--- config.mk ---
export PLATFORM = sky130hd
export DESIGN_NAME = piecewise_linear_brightness_curve_unit
export DESIGN_NICKNAME = d
export VERILOG_FILES = /design/src/rtl/plbc_pkg.sv /design/src/rtl/piecewise_linear_brightness_curve_unit.sv
export SDC_FILE = /design/constraint.sdc
export NUM_CORES = 2
export LEC_CHECK = 0
export BUFFER_PORTS_ARGS = -buffer_cell sky130_fd_sc_hd__buf_2
export CAP_MARGIN = 20
export CORE_ASPECT_RATIO = 1.25
export CORE_UTILIZATION = 40
export DETAILED_ROUTE_END_ITERATION = 7
export HOLD_SLACK_MARGIN = 0.1
export PLACE_DENSITY_LB_ADDON = 0.3
export SLEW_MARGIN = 20
export SYNTH_ARGS = -nofsm -noshare
export SYNTH_HDL_FRONTEND = slang
export SYNTH_SLANG_ARGS = --single-unit
--- constraint.sdc ---
create_clock -name clk -period 24 [get_ports clk]
set_input_delay 1.2 -clock clk [delete_from_list [all_inputs] [get_ports clk]]
set_output_delay 1.2 -clock clk [all_outputs]
set_load 0.01 [all_outputs]
--- src/rtl/plbc_pkg.sv ---
// Package for the piecewise-linear brightness curve unit.
// Holds field widths, register indexes, reset values and pipeline stage types.
// No dependencies.
`timescale 1ns / 1ps

package plbc_pkg;

	// Field widths
	localparam int MAX_POINTS = 7;
	localparam int LUX_BITS   = 14;
	localparam int PCT_BITS   = 7;
	localparam int FRAC_BITS  = 8;
	localparam int POINT_BITS = LUX_BITS + PCT_BITS;
	localparam int COUNT_BITS = 3;
	localparam int INDEX_BITS = 3;
	localparam int QUO_BITS   = PCT_BITS + FRAC_BITS;
	localparam int PROD_BITS  = LUX_BITS + PCT_BITS;
	localparam int DVD_BITS   = PROD_BITS + FRAC_BITS;

	// Value used when the curve has too few points
	localparam int FALLBACK_PCT = 50;

	typedef logic [LUX_BITS-1:0]   lux_t;
	typedef logic [PCT_BITS-1:0]   pct_t;
	typedef logic [POINT_BITS-1:0] point_t;
	typedef logic [COUNT_BITS-1:0] count_t;
	typedef logic [INDEX_BITS-1:0] reg_idx_t;
	typedef logic [QUO_BITS-1:0]   bright_t;

	// Register indexes; breakpoint k sits at REG_FIRST_POINT + k.
	localparam reg_idx_t REG_POINT_COUNT = reg_idx_t'(0);
	localparam reg_idx_t REG_FIRST_POINT = reg_idx_t'(1);

	// Reset values of the registers
	localparam count_t COUNT_RESET = count_t'(5);
	localparam point_t POINT_RESET [MAX_POINTS] = '{
		point_t'(327680), point_t'(655410), point_t'(1147080), point_t'(1475060),
		point_t'(1639400), point_t'(0), point_t'(0)
	};

	// One divider stage: partial remainder, dividend bits shifting into quotient
	typedef struct packed {
		lux_t    rem;
		bright_t qd;
		lux_t    span;
		bright_t base;
		logic    neg;
		logic    flag;
	} div_t;

	// Extract the lux part of a breakpoint
	function automatic lux_t lux_of(input point_t p);
		return p[LUX_BITS-1:0];
	endfunction

	// Extract the brightness part of a breakpoint
	function automatic pct_t pct_of(input point_t p);
		return p[POINT_BITS-1:LUX_BITS];
	endfunction

endpackage

--- src/rtl/piecewise_linear_brightness_curve_unit.sv ---
// Top level of the piecewise-linear brightness curve unit.
// Depends on plbc_pkg for widths, register indexes and stage types.
`timescale 1ns / 1ps

// Maps an ambient light sample in lux to a display brightness percent with
// 8 fractional bits, read off a curve of up to seven breakpoints.
// Channels: the input channel (in_valid, in_ready, ambient_lux) and the
// output channel (out_valid, out_ready, brightness_fixed, too_few_points)
// each move one item per transfer. The configuration channel (cfg_valid,
// cfg_ready, cfg_index, cfg_data) is always ready; index 0 sets the point
// count and indexes 1 to 7 set breakpoints 0 to 6 (lux in the low 14 bits,
// percent in the 7 bits above). Write it only while no item is in flight.
// An input transfer passes through one compare stage, one select stage, one
// multiply stage, 15 divider stages (one quotient bit each) and one output
// stage. Throughput: one item per cycle while the skid register is empty;
// the 15-stage restoring divider is fully pipelined.
// Reset clears all valid bits and loads the default five-point curve.
// When the receiver stalls, the finished result moves into a skid register
// and the pipeline takes one more step; it then holds until the skid drains.
module piecewise_linear_brightness_curve_unit (
	input  logic               clk,
	input  logic               arst_n,
	input  logic               in_valid,
	output logic               in_ready,
	input  plbc_pkg::lux_t     ambient_lux,
	output logic               out_valid,
	input  logic               out_ready,
	output plbc_pkg::bright_t  brightness_fixed,
	output logic               too_few_points,
	input  logic               cfg_valid,
	output logic               cfg_ready,
	input  plbc_pkg::reg_idx_t cfg_index,
	input  plbc_pkg::point_t   cfg_data
);
	import plbc_pkg::*;

	// Configuration registers
	count_t point_count_q;
	point_t points_q [MAX_POINTS];

	// Pipeline registers
	logic                     valid_s1, interp_s1, flag_s1;
	lux_t                     lux_s1;
	logic [INDEX_BITS-1:0]    idx_s1;
	logic                     valid_s2, neg_s2, flag_s2;
	lux_t                     dist_s2, span_s2;
	pct_t                     db_s2;
	bright_t                  base_s2;
	logic                     valid_s3;
	div_t                     div_in_s3;
	logic                     div_valid_s [QUO_BITS];
	div_t                     div_s       [QUO_BITS];
	logic                     valid_s19, flag_s19;
	bright_t                  brt_s19;

	// Output skid register
	logic    skid_full_q, skid_flag_q;
	bright_t skid_brt_q;

	// Pipeline advance
	logic adv;

	// Stage 1 decision signals
	count_t                cnt;
	count_t                last_idx;
	logic                  fallback, lo, hi, found;
	logic [INDEX_BITS-1:0] seg_idx;
	logic [INDEX_BITS-1:0] idx_d;
	logic                  interp_d;

	// Stage 2 selection signals
	logic [INDEX_BITS-1:0] nxt_idx;
	lux_t                  x0, x1;
	pct_t                  b0, b1;

	// Stage 3 product
	logic [PROD_BITS-1:0] prod;
	logic [DVD_BITS-1:0]  dvd;

	// Divider step results
	div_t div_d [QUO_BITS];

	// Output stage sum
	bright_t result_d;

	assign cfg_ready = 1'b1;
	assign adv       = !skid_full_q;
	assign in_ready  = adv;

	// Configuration register writes
	always_ff @(posedge clk or negedge arst_n) begin
		if (!arst_n) begin
			point_count_q <= COUNT_RESET;
			for (int k = 0; k < MAX_POINTS; k++) begin
				points_q[k] <= POINT_RESET[k];
			end
		end else if (cfg_valid && cfg_ready) begin
			if (cfg_index == REG_POINT_COUNT) begin
				point_count_q <= cfg_data[COUNT_BITS-1:0];
			end else begin
				points_q[cfg_index - REG_FIRST_POINT] <= cfg_data;
			end
		end
	end

	// Stage 1: compare the sample against the curve and pick a segment.
	always_comb begin
		cnt      = (point_count_q > count_t'(MAX_POINTS)) ? count_t'(MAX_POINTS) : point_count_q;
		fallback = (cnt < count_t'(2));
		last_idx = fallback ? count_t'(0) : cnt - count_t'(1);
		lo       = (ambient_lux <= lux_of(points_q[0]));
		hi       = (ambient_lux >= lux_of(points_q[last_idx]));
		found    = 1'b0;
		seg_idx  = '0;
		// Scan from the top so the lowest matching segment wins.
		for (int i = MAX_POINTS - 2; i >= 0; i--) begin
			if ((count_t'(i + 1) < cnt) && (ambient_lux <= lux_of(points_q[i + 1]))) begin
				found   = 1'b1;
				seg_idx = INDEX_BITS'(i);
			end
		end
		if (fallback) begin
			idx_d    = '0;
			interp_d = 1'b0;
		end else if (lo) begin
			idx_d    = '0;
			interp_d = 1'b0;
		end else if (hi || !found) begin
			idx_d    = last_idx;
			interp_d = 1'b0;
		end else begin
			idx_d    = seg_idx;
			interp_d = 1'b1;
		end
	end

	always_ff @(posedge clk or negedge arst_n) begin
		if (!arst_n) begin
			valid_s1 <= 1'b0;
		end else if (adv) begin
			valid_s1 <= in_valid;
		end
	end

	always_ff @(posedge clk) begin
		if (adv) begin
			lux_s1    <= ambient_lux;
			idx_s1    <= idx_d;
			interp_s1 <= interp_d;
			flag_s1   <= fallback;
		end
	end

	// Stage 2: fetch the segment ends and form distance, span and rise.
	always_comb begin
		nxt_idx = interp_s1 ? idx_s1 + INDEX_BITS'(1) : idx_s1;
		x0      = lux_of(points_q[idx_s1]);
		x1      = lux_of(points_q[nxt_idx]);
		b0      = pct_of(points_q[idx_s1]);
		b1      = pct_of(points_q[nxt_idx]);
	end

	always_ff @(posedge clk or negedge arst_n) begin
		if (!arst_n) begin
			valid_s2 <= 1'b0;
		end else if (adv) begin
			valid_s2 <= valid_s1;
		end
	end

	always_ff @(posedge clk) begin
		if (adv) begin
			flag_s2 <= flag_s1;
			base_s2 <= flag_s1 ? bright_t'(FALLBACK_PCT << FRAC_BITS)
			                   : bright_t'(b0) << FRAC_BITS;
			if (interp_s1) begin
				dist_s2 <= lux_s1 - x0;
				span_s2 <= x1 - x0;
				db_s2   <= (b1 >= b0) ? b1 - b0 : b0 - b1;
				neg_s2  <= (b1 < b0);
			end else begin
				// A zero rise gives a zero quotient; a unit span keeps the divider sane.
				dist_s2 <= '0;
				span_s2 <= lux_t'(1);
				db_s2   <= '0;
				neg_s2  <= 1'b0;
			end
		end
	end

	// Stage 3: multiply distance by rise and load the divider.
	always_comb begin
		prod = PROD_BITS'(dist_s2) * PROD_BITS'(db_s2);
		dvd  = DVD_BITS'(prod) << FRAC_BITS;
	end

	always_ff @(posedge clk or negedge arst_n) begin
		if (!arst_n) begin
			valid_s3 <= 1'b0;
		end else if (adv) begin
			valid_s3 <= valid_s2;
		end
	end

	always_ff @(posedge clk) begin
		if (adv) begin
			div_in_s3.rem  <= dvd[DVD_BITS-1 -: LUX_BITS];
			div_in_s3.qd   <= dvd[QUO_BITS-1:0];
			div_in_s3.span <= span_s2;
			div_in_s3.base <= base_s2;
			div_in_s3.neg  <= neg_s2;
			div_in_s3.flag <= flag_s2;
		end
	end

	// Divider steps: each stage produces one quotient bit, MSB first.
	always_comb begin
		logic [LUX_BITS:0] trial;
		div_t              src;
		for (int k = 0; k < QUO_BITS; k++) begin
			src   = (k == 0) ? div_in_s3 : div_s[(k == 0) ? 0 : k - 1];
			trial = {src.rem, src.qd[QUO_BITS-1]};
			div_d[k] = src;
			if (trial >= {1'b0, src.span}) begin
				div_d[k].rem = LUX_BITS'(trial - {1'b0, src.span});
				div_d[k].qd  = {src.qd[QUO_BITS-2:0], 1'b1};
			end else begin
				div_d[k].rem = trial[LUX_BITS-1:0];
				div_d[k].qd  = {src.qd[QUO_BITS-2:0], 1'b0};
			end
		end
	end

	always_ff @(posedge clk or negedge arst_n) begin
		if (!arst_n) begin
			for (int k = 0; k < QUO_BITS; k++) begin
				div_valid_s[k] <= 1'b0;
			end
		end else if (adv) begin
			div_valid_s[0] <= valid_s3;
			for (int k = 1; k < QUO_BITS; k++) begin
				div_valid_s[k] <= div_valid_s[k - 1];
			end
		end
	end

	always_ff @(posedge clk) begin
		if (adv) begin
			for (int k = 0; k < QUO_BITS; k++) begin
				div_s[k] <= div_d[k];
			end
		end
	end

	// Output stage: apply the signed offset to the segment base.
	assign result_d = div_s[QUO_BITS-1].neg ? div_s[QUO_BITS-1].base - div_s[QUO_BITS-1].qd
	                                        : div_s[QUO_BITS-1].base + div_s[QUO_BITS-1].qd;

	always_ff @(posedge clk or negedge arst_n) begin
		if (!arst_n) begin
			valid_s19 <= 1'b0;
		end else if (adv) begin
			valid_s19 <= div_valid_s[QUO_BITS-1];
		end
	end

	always_ff @(posedge clk) begin
		if (adv) begin
			brt_s19  <= result_d;
			flag_s19 <= div_s[QUO_BITS-1].flag;
		end
	end

	// Skid register: catches the last stage when the receiver stalls.
	always_ff @(posedge clk or negedge arst_n) begin
		if (!arst_n) begin
			skid_full_q <= 1'b0;
		end else if (skid_full_q) begin
			if (out_ready) begin
				skid_full_q <= 1'b0;
			end
		end else if (valid_s19 && !out_ready) begin
			skid_full_q <= 1'b1;
		end
	end

	always_ff @(posedge clk) begin
		if (!skid_full_q && valid_s19 && !out_ready) begin
			skid_brt_q  <= brt_s19;
			skid_flag_q <= flag_s19;
		end
	end

	// Result channel: the skid entry is older and goes first.
	assign out_valid        = skid_full_q || valid_s19;
	assign brightness_fixed = skid_full_q ? skid_brt_q : brt_s19;
	assign too_few_points   = skid_full_q ? skid_flag_q : flag_s19;

endmodule
Word level (Yosys, flattened, before mapping)
Memory sizes are Yosys's and may differ from the RTL's.
Index checks and enable logic that the tools add are counted.

storage, ports and cells
  bits in registers = 325
  bits in writable memories = 900
  bits of input ports = 43
  output and inout bits = 19
  memories = 1

memory list
  name   words  width  rd ports  clocked after memory_dff  wr ports  RTL line                                      text
  div_s  15     60     15        0                         15        piecewise_linear_brightness_curve_unit.sv:52  div_t div_s [QUO_BITS];

operators by class
  add/subtract/negate cells = 24
  multipliers = 1
  magnitude comparators = 38
  mux-type cells = 52
  bitwise logic cells = 5
  reduce and logical (&&, ||, !) cells = 19

operators with widths
  operator                                           number
  2-to-1 mux 29 bit                                  15
  subtractor 14 bit                                  17
  >= comparator 15 x 14 -> 1 bit                     15
  binary-select mux 21 bit (select 3 bit)            3
  bitwise mux 147 bit                                1
  2-to-1 mux 21 bit                                  5
  less-or-equal comparator 14 bit                    7
  demux 21 bit (select 3 bit)                        1
  2-to-1 mux 15 bit                                  2
  2-to-1 mux 3 bit                                   10
  2-to-1 mux 14 bit                                  2
  multiplier 14 x 7 -> 21 bit                        1
  >= comparator 4 bit (second input constant)        4
  inverter 3 -> 4 bit                                4
  adder 15 bit                                       1
  subtractor 15 bit                                  1
  >= comparator 14 bit                               1
  subtractor 7 bit                                   2
  2-to-1 mux 1 bit                                   12
  logical AND 1 bit                                  10
  less-than comparator 3 bit (first input constant)  3
  >= comparator 7 bit                                1
  less-than comparator 7 bit                         1
  2-to-1 mux 7 bit                                   1
  13 further kinds                                   19

Longest topological paths before layout
  depth after elaboration = 13
  mapped depth = 20
  mapped depth without buffers = 17

Worst setup path before layout
Ideal clock, no wire load.

  path type = register to output
  from = reg skid_full_q
  to = out in_ready
  data arrival time = 16.065 ns
  required time = 22.800 ns
  slack = 6.735 ns
  cell stages (with the launch flop) = 4
  buffers on the path = 2
  cells stage by stage = dfrtp_1 -> clkbuf_1 -> clkbuf_1 -> inv_1

between the ends
  cells in the longest elaborated chain, start to end = 1

ends and longest elaborated chain
  element                   RTL line                                       text
  start: declaration        piecewise_linear_brightness_curve_unit.sv:57   logic skid_full_q, skid_flag_q;
  start signal: assignment  piecewise_linear_brightness_curve_unit.sv:277  skid_full_q <= 1'b0;
  start signal: assignment  piecewise_linear_brightness_curve_unit.sv:280  skid_full_q <= 1'b0;
  start signal: assignment  piecewise_linear_brightness_curve_unit.sv:283  skid_full_q <= 1'b1;
  logical NOT 1 bit         piecewise_linear_brightness_curve_unit.sv:87   assign adv = !skid_full_q;
  end: declaration          piecewise_linear_brightness_curve_unit.sv:24   output logic in_ready,

Every way passes these cells.

Final worst setup path
  from = reg idx_s1[1]
  to = reg span_s2[10], data pin

between the ends
  cells in the longest elaborated chain, start to end = 7
  elaborated cells on any way between the ends = 11
  classes of those cells = add/sub: 2; mux: 7; bitwise: 2

ends and longest elaborated chain
  element                                    RTL line                                       text
  start: declaration                         piecewise_linear_brightness_curve_unit.sv:44   logic [INDEX_BITS-1:0] idx_s1;
  start signal: assignment                   piecewise_linear_brightness_curve_unit.sv:148  idx_s1 <= idx_d;
  adder 3 x 1 -> 3 bit                       piecewise_linear_brightness_curve_unit.sv:156  nxt_idx = interp_s1 ? idx_s1 + INDEX_BITS'(1) : idx_s1;
  2-to-1 mux 3 bit                           piecewise_linear_brightness_curve_unit.sv:156
  inverter 3 -> 4 bit (not written as such)  piecewise_linear_brightness_curve_unit.sv:158  x1 = lux_of(points_q[nxt_idx]);
  binary-select mux 21 bit (select 3 bit)    piecewise_linear_brightness_curve_unit.sv:158
  2-to-1 mux 21 bit (2 in series)            n/a
  subtractor 14 bit *                        piecewise_linear_brightness_curve_unit.sv:178  span_s2 <= x1 - x0;
  end signal: assignment                     piecewise_linear_brightness_curve_unit.sv:178
  end signal: assignment                     piecewise_linear_brightness_curve_unit.sv:184  span_s2 <= lux_t'(1);
  end: declaration                           piecewise_linear_brightness_curve_unit.sv:46   lux_t dist_s2, span_s2;

Every way passes the cells marked *; elsewhere a longest branch is shown, timed or not. The select of a mux whose other input is x is not followed.
A chain may end at the register's enable or synchronous reset.

==> impl_metrics.yaml <==
cells_and_area:
  area_growth_pct: 10.8
  utilization: 0.448
  layout-drive-gt1-share: 0.136
  layout.cells.non_filler: 6430
  num-nets-final: 5127
timing:
  worst_slew_pin_slew_ns: 1.07
  slew-limit-headroom: 0.288
  fin_setup_tns_ns: 0
  slew_viol_final: 0
  period_minus_slack_ns: 5.08
  hold_ws_ns: 0.373
  finClkSkew_ns: 0.0863
  fin_crit_sh: 0.211
  max_freq_mhz: 197
  finalSetupViolCount: 0
  grt_setup_unrepaired: "false"
  hold_viol_final: 0
critical_path:
  cp_data_required_time_ns: 24.46
  cp.arrival_ns: 5.53
  timing.rr.start: "idx_s1[1]"
  reg2reg_depth: 17
  crit_type: "reg -> reg"
  critical_path_peak_fanout: 45
  reg2reg_slack_ns: 18.92
  r2r-end: "span_s2[10]"
  endpoint_kind: "flip-flop"
  critPathLaunchType: "flip-flop"
synth:
  syn_inst: 4509
  synth_edf_count: 807
  avgSynthCellArea_um2: 12.0
  synth_top_area_cell: "edfxtp_1"
  synth-seq-cells: 977
  synthesis.area_mm2: 0.0543
  syn_nets: 5039
  ys.flop_type: "edfxtp_1"
  yosysSeqAreaShare: 0.525
  async_flop_share: 0.174
  synth_area_leaders: "edfxtp_1, ha_1, dfrtp_1"
  yosysUniqueCellTypes: 78
  synth_top_area_frac: 0.446
  synth_most_common_cell: "edfxtp_1"
  synthTopCellsByCount: "edfxtp_1, inv_1, ha_1"
  synth_warnings: 0
global_route:
  antenna_found_initial: 3
  gr-total-overflow: 0
  grt_max_degree: 176
  grt.total_usage: 0.173
  grt_pass1_vias: 34700
  grt_pass1_wl_mm: 188
place:
  dp.cells: 6238
  gp_congestion: 0.884
  hpwl_mm: 87.8
  portBuffers: 60
drt:
  vias_per_cell: 5.29
  routed_wl_mm: 119
  drtPass1Iterations: 8
  drtAntennaViolNets: 0
  drc: 0
  drt_iter0_markers: 1944
  wl_per_cell_um: 18.5
  vias: 34000
job:
  maxCapViolations: 0
worst_hold_path:
  hold_end: "div_s[0][284]"
  hold_path_class: "reg -> reg"
  min_from: "div_s[0][223]"
  holdPathStages: 0
clock_network:
  clock_path_buffers: 3
  cts_resized: 0
  hold_buffers: 0
  root_buffer: "clkbuf_16"
  clock_sinks: 977
  cts_setup_buffers: 0
  h-tree-depth: 3
  insertion_delay_ns: 0.73
  clkTransAtPathRegs_ns: 0.06
  numCtsBuffers: 101
  cts_tree: "built"
floorplan:
  die_w_um: 332
  start_util: 0.405
  fp.dieH_um: 414
  fp-row-count: 150
  pin_count: 62
  core-area_mm2: 0.134
  die_area_mm2: 0.137
run_status:
  status: "completed"
[logic make-up (layout without fill, tap and decap cells)]
logic type | after synthesis | after routing | synth area share
other | 1 | 4 | 0.0000690
xor gates and xnor gates | 212 | 212 | 0.0342
buffers and inverters | 586 | 756 | 0.0426
DFF | 977 | 977 | 0.525
and+or+nand+nor | 1003 | 1003 | 0.0894
AOI/OAI and AO/OA | 926 | 926 | 0.110
adders and majority gates | 487 | 487 | 0.123
muxes | 317 | 317 | 0.0760
[worst max-delay path, stage by stage (launching register included)]
cell and delay [ns]:
edfxtp_1 0.32, buf_4 0.52, ha_1 0.26, nand2_1 0.15, xnor2_2 0.70, buf_4 0.40
mux4_2 0.33, o21ai_0 0.17, ha_1 0.21, fa_1 0.20, nor2b_1 0.06, o21ai_0 0.24
nand2b_1 0.14, a21o_1 0.23, a31o_2 0.28, a311oi_1 0.33, xor2_1 0.18, nor2_1 0.05
[how the worst max path moves through the flow]
stage               endpoint        start
2_1_floorplan       in_ready  skid_full_q
3_3_place_gp   div_in_s3[59]     db_s2[6]
3_5_place_dp     span_s2[10]    idx_s1[1]
4_1_cts          span_s2[10]    idx_s1[1]
5_1_grt          span_s2[10]    idx_s1[1]
6_report         span_s2[10]    idx_s1[1]
[cells in the final DEF (no fill, tap or decap), types with 22 or more instances in the layout]
cell,netlist,layout
mux2i_1,35,34
buf_2,26,59
fa_1,77,77
edfxtp_1,807,807
o22ai_1,22,22
nand4_1,48,48
nor3_1,73,72
dfstp_2,34,34
o211ai_1,36,36
ha_1,410,410
o21ai_0,189,189
nand2_1,263,263
mux2_4,35,35
buf_4,1,33
or3_1,40,40
mux4_2,42,42
nor2_1,274,273
a21oi_1,309,309
o21a_1,46,46
xor2_1,71,69
inv_1,472,471
o21bai_1,26,26
dfrtp_1,136,136
a211oi_1,43,43
nor2b_1,60,60
a21o_1,85,85
and2_1,90,90
nand3_1,53,53
clkbuf_1,71,22
xnor2_1,141,139
nand2b_1,35,34
mux2_2,198,198
clkbuf_16,0,108
[area by class of cell]
type / instances / area [um2]
Clock inverter: 47 / 554
Timing Repair Buffer: 99 / 654
Sequential cell: 977 / 28500
Multi-Input combinational cell: 2946 / 23600
Tap cell: 1748 / 2190
Fill cell: 12200 / 74000
Antenna cell: 3 / 7.51
Clock buffer: 138 / 2890
Inverter: 472 / 1780
[state kept, by name, summed over array words and instances, names as in the netlist, 15 cells and up]
register	cells
brt_s19	15
div_in_s3	21
div_valid_s	15
skid_brt_q	15
points_q	147
div_s	668
div_d	23
[metal layers]
layer	up-vias	GRT usage	share of wire
met5	-	0	0
met4	0	0.0738	0.038
met3	233	0.0239	0.041
met2	751	0.325	0.54
met1	16400	0.193	0.39
li1	16600	-	-
[stage by stage]
step | area, um2 | setup slack, ns
after detailed placement | 56600 | 18.96
after global placement | 56600 | 18.96
after CTS | 60100 | 18.94
after global routing | 60200 | 18.69
final | 60200 | 18.92
after floorplan | 54300 | 6.74
Power is not shown: default switching activity piles up to over one toggle a cycle in this logic, so the estimate is an artifact.
